**src/rtl/core/chained_hash_dictionary_core_macros.svh**
```systemverilog
// assertion helpers shared by the rtl
`ifndef CHAINED_HASH_DICTIONARY_CORE_MACROS_SVH
`define CHAINED_HASH_DICTIONARY_CORE_MACROS_SVH

// checked only outside reset
`define CHD_ASSERT(lbl, prop, msg) \
  lbl: assert property (@(posedge clk_i) disable iff (!rst_ni) prop) else $error(msg);

// checked on every edge, reset included
`define CHD_ASSERT_ALWAYS(lbl, prop, msg) \
  lbl: assert property (@(posedge clk_i) prop) else $error(msg);

`endif

```
**src/rtl/core/chd_ram.sv**
```systemverilog
`timescale 1ns / 1ps
// ----------------------------------------------------------------------------
// chd_ram
// Simple dual-port ram: one write port, one read port with registered data.
// ----------------------------------------------------------------------------
module chd_ram #(
  parameter int WIDTH = 8,
  parameter int DEPTH = 16
) (
  input  logic                     clk_i,
  input  logic                     we_i,
  input  logic [$clog2(DEPTH)-1:0] waddr_i,
  input  logic [WIDTH-1:0]         wdata_i,
  input  logic [$clog2(DEPTH)-1:0] raddr_i,
  output logic [WIDTH-1:0]         rdata_o
);

  logic [WIDTH-1:0] mem_q [DEPTH];
  logic [WIDTH-1:0] rdata_q;

  always_ff @(posedge clk_i) begin
    if (we_i) begin
      mem_q[waddr_i] <= wdata_i;
    end
    rdata_q <= mem_q[raddr_i];
  end

  assign rdata_o = rdata_q;

endmodule

```
**config.mk**
```make
export PLATFORM = sky130hd
export DESIGN_NAME = chd_ram
export DESIGN_NICKNAME = d
export VERILOG_FILES = /design/src/rtl/core/chained_hash_dictionary_core_macros.svh /design/src/rtl/core/chd_ram.sv
export SDC_FILE = /design/constraint.sdc
export NUM_CORES = 1
export LEC_CHECK = 0
export ABC_AREA = 0
export BUFFER_PORTS_ARGS = -buffer_cell sky130_fd_sc_hd__buf_2
export CORE_MARGIN = 2
export CORE_UTILIZATION = 57
export CTS_BUF_LIST = sky130_fd_sc_hd__clkbuf_8
export CTS_CLUSTER_DIAMETER = 30
export DETAILED_ROUTE_END_ITERATION = 12
export PLACE_DENSITY_LB_ADDON = 0.3
export SLEW_MARGIN = 5
export SYNTH_ARGS = -nofsm -noshare
export SYNTH_HDL_FRONTEND = slang
export SYNTH_SLANG_ARGS = --single-unit
```
**constraint.sdc**
```tcl
create_clock -name clk_i -period 1.95 [get_ports clk_i]
set_clock_uncertainty 0.15 [all_clocks]
set_input_delay 0.4875 -clock clk_i [delete_from_list [all_inputs] [get_ports clk_i]]
set_output_delay 0.4875 -clock clk_i [all_outputs]
set_load 0.02 [all_outputs]
```
# --- Word-level counts from Yosys, hierarchy flattened ---
# Memories as Yosys holds them, arrays and structs flattened. A register that Yosys moved wholly into a read port is not among the register bits.
# Index checks and enable logic that the tools add are counted.
word_totals:
  latchBits: 0
  romBits: 0
  word_cells: 3
  in_bits: 18
  output_inout_bits: 8
  register_bits: 0
  ram_bits: 128
  n_memories: 1
classes:
  mul: 0
  mux: 2
  magnitude_cmp: 0
  eq_ne: 0
  reduce_logical: 0
  n_shift: 0
  bitwise: 0
  add_sub_neg: 0
  div: 0
mem_list:
  columns: ["memory", "words", "word_bits", "rd", "rd_clocked_by_memory_dff", "wr", "line_no", "text"]
  rows:
  - ["mem_q", 16, 8, 1, 1, 1, "chd_ram.sv:18", "logic [WIDTH-1:0] mem_q [DEPTH];"]
op_table:
  columns: ["cell", "n"]
  rows:
  - ["two-way mux 1 bit", 2]

# --- Depth between registers and ports, before layout ---
depth:
  depth_word: 2
  depth_mapped: 5
  mapped_depth_nobuf: 3

# --- Least setup slack after synthesis ---
# Ideal clock, no wire load.
synth_path:
  path_type: "input to register"
  startpoint: "input waddr_i[2]"
  endpoint: "memory mem_q[0][0], enable pin"
  setup_ns: 0.383
  t_required_ns: 1.417
  path_slack_ns: -0.180
  path_buffers: 0
  stages: 2
  arrival_time_ns: 1.597
  cell_sequence: "or3b_2 nor3_1"
synth_lines:
  columns: ["element", "line_no", "text"]
  rows:
  - ["from (decl)", "chd_ram.sv:12", "input logic [$clog2(DEPTH)-1:0] waddr_i,"]
  - ["to (decl)", "chd_ram.sv:18", null]
# No word-level cell before the write port.

==> implementation parameters <==
Parameter                              Value

Die
  Area of the core    8721 µm²
  Effective utilization at floorplan    ~59%
  Die footprint    ~10000 µm²
  Std cell rows    34
  IO Count    26
  Horizontal die dimension    99.03 µm
  Vert. Die Dim    slightly below 100 µm

Setup path
  Worst Path Max Fanout    18
  CP Data Arrival Time    between 1500 and 2000 ps
  Worst path buffer plus inverter count    3
  Worst setup endpoint    rdata_o[0]
  Worst Path Class, Setup    input port to register
  Delay of the slowest cell on the worst path    about 480 ps
  Launching element of the worst setup path    raddr_i[0]
  Levels on crit path    6
  Worst r2r dst    rdata_o[5]
  Cells traversed along the worst timing path    buf_2 -> buf_12 -> buf_4 -> mux4_2 -> a22oi_1 -> nand2_1
  Worst reg2reg setup slack    just under 400 ps
  CP required    around 2100 ps
  Kind of cell adding the most delay to the critical path    multiplexers
  Worst r2r path cells    3
  Critical-path top delay cell    mux4_2
  Source of the worst register-to-register timing path    mem_q[1][5]
  Kind of launch point of the worst setup path    input port
  Critical path capture point type    register

Route
  Drt initial violations    208
  Avg WL per Cell    ~24 µm
  Remaining antenna violation count    0
  Detailed-router iteration count before antenna repair    4
  Drt via density    6.036
  Via count    between 2k and 2.5k
  Total wirelength of the detailed-routed design    between 9 and 10 mm
  Post-route DRC    0

STA
  Period utilization    between 80% and 90%
  Slew headroom    50.49%
  Final WS setup    286.9 ps
  Number of pins exceeding their max-slew limit in the final report    0
  Post-layout min period    between 1500 and 2000 ps
  Maximum clock frequency    roughly 600 MHz
  Final number of hold-violating endpoints    0
  Setup repair after global routing missed its margin    false
  Setup-failing EPs final    0
  Worst hold margin    slightly below 300 ps
  Worst Tran Pin Value    between 700 and 800 ps

Power
  Static Leak    about 2.1 nW
  Sequential share of power    ~55%
  Internal    about 4.8 mW
  Clock Power Share    39.7%
  Power density cells    between 900 and 1000 nW/µm²
  Peak ir drop on the vdd network    roughly 0.82 mV
  Final Power    6.010 mW
  Switching share of power    between 20 and 25%
  Combinational fraction of design power    around 5.7%
  Net switching power of the design    around 1.2 mW

Placed design
  Dpl hpwl    6.257 mm
  Global placement routability congestion    0.8002
  DP Worst Slack    -177.8 ps
  Quantity of I/O buffers inserted on ports    25

Clocking
  Insertion delay to the later sink of the worst-skew pair    roughly 430 ps
  Post-CTS Setup Bufs    0
  Clock sinks    roughly 140
  CTS tree    built
  Maximum level of the CTS H-tree    4
  Resized cells post-CTS    0
  Clock-pin slew on the worst setup and hold paths    roughly 80 ps
  Number of hold-repair buffers added at the cts stage    0
  Number of buffers on the longest clock path    2
  Total CTS buffers    17
  Clock root buffer    clkbuf_8

Global routing
  Pin count of the biggest net entering global routing    25
  Number of antenna violations at the first check in global routing    0
  GRT Overall Usage    between 20 and 25%
  Sum of overflow across all layers after global routing    0
  Wire length of the first global-routing pass    ~15 mm
  Number of global-route vias before repair    between 2k and 3k

Outcome
  Result of the run    finished, final reports clean

Synth
  Synth Net Count    between 200 and 250
  Flops & latches, synth    approximately 140
  Share of the synthesized area in the top cell type    74.67%
  Cell type contributing the most total cell area after synthesis    edfxtp_1
  Sequential cell area fraction in the yosys report    ~78%
  Mapped Avg Cell Area    around 22 µm²
  Post-Syn Area    ~5100 µm²
  Unique cell type count in the Yosys netlist    19
  Synthesized netlist cell count    roughly 230
  Largest cells by area after synthesis    edfxtp_1, mux4_2, mux4_1
  Count of yosys warnings during synthesis    0

Min path
  Min-Delay Path Class    input port to register
  Hold Startpoint    wdata_i[7]
  Cells on Worst Hold Path    1

Layout
  Layout cells sized above 1    between 30% and 40%
  Diode insertion count for antenna repair    0
  Net total in the final layout    311
  Area growth syn-to-layout    16.87%

Flow run
  Max-cap check violation count    0
## how the worst min path moves through the flow
stage / end / slack (ps)
final: mem_q[6][7] / 290
after global routing: mem_q[6][1] / 290
after CTS: mem_q[6][1] / 280
after detailed placement: rdata_o[4] / 520
after global placement: rdata_o[2] / 500
after floorplan: mem_q[0][0] / 440
## worst reg2reg max path, cell delays in order (launching register included)
cell and delay, ps:
edfxtp_1 370, mux4_1 540, a22oi_1 280, nand2_1 100
## per-stage QoR
step	instances	area (µm²)	setup TNS [ps]	utilization [%]
2_1_floorplan	229	5152	0	-
3_3_place_gp	382	5589	-506.9	64.09
3_5_place_dp	382	5589	-587.8	64.09
4_1_cts	414	6016	0	68.98
5_1_grt	414	6016	0	68.98
6_report	414	6016	0	68.98
## flip-flops by register name, indices dropped and copies added, names as in the netlist
signal / flops
mem_q: 128
rdata_o: 8
## synth_stat cells (all sizes together)
library cell	n
and2	1
nand3	1
nand2	9
nand2b	2
edfxtp	128
nor2b	1
and2b	1
nand3b	2
clkdlybuf4s25	3
nor2	13
dfxtp	8
or3b	1
nor3	4
mux4	32
a22oi	16
buf	7
## routing by layer
metal / track usage, % / vias to the layer above / share of wire [%]
met5: 0 / - / 0
met4: 7.692 / 0 / 0.89
met3: 5.745 / 6 / 7.6
met2: 33.00 / 94 / 50
met1: 30.77 / 1301 / 41
li1: - / 1098 / -
## kinds of logic after synthesis
family / synth area share (%)
mux: 15.02
buf+inv: 1.677
simple gates: 3.184
flops: 77.78
compound gates: 2.334
## placed cells by master, fill, tap and decap left out, drive strengths merged
cell,n
edfxtp,128
buf,55
mux4,32
clkbuf,20
a22oi,16
nor2,13
nand2,9
dfxtp,8
nor3,4
bufinv,3
clkinvlp,3
inv,3
clkinv,3
nand3b,2
nand2b,2
nor2b,1
and2,1
and2b,1
nand3,1
or3b,1
## power by group through the flow
stage | clock network [mW] | logic (mW) | registers (mW)
2_1_floorplan | 0 | 0.166 | 3.37
3_3_place_gp | 0 | 0.331 | 3.34
3_5_place_dp | 0 | 0.342 | 3.35
4_1_cts | 2.43 | 0.343 | 3.28
5_1_grt | 2.55 | 0.367 | 3.29
6_report | 2.39 | 0.340 | 3.28
## area by class of cell
class                   count  area [µm²]
clock buffers              20       275.3
fillers                   545        2705
clock inverters            12       151.4
flip-flops and latches    136        4004
well taps                 108       135.1
multi-input cells          83        1062
repair buffers             55       387.9
Power figures use the tool's default switching activity.
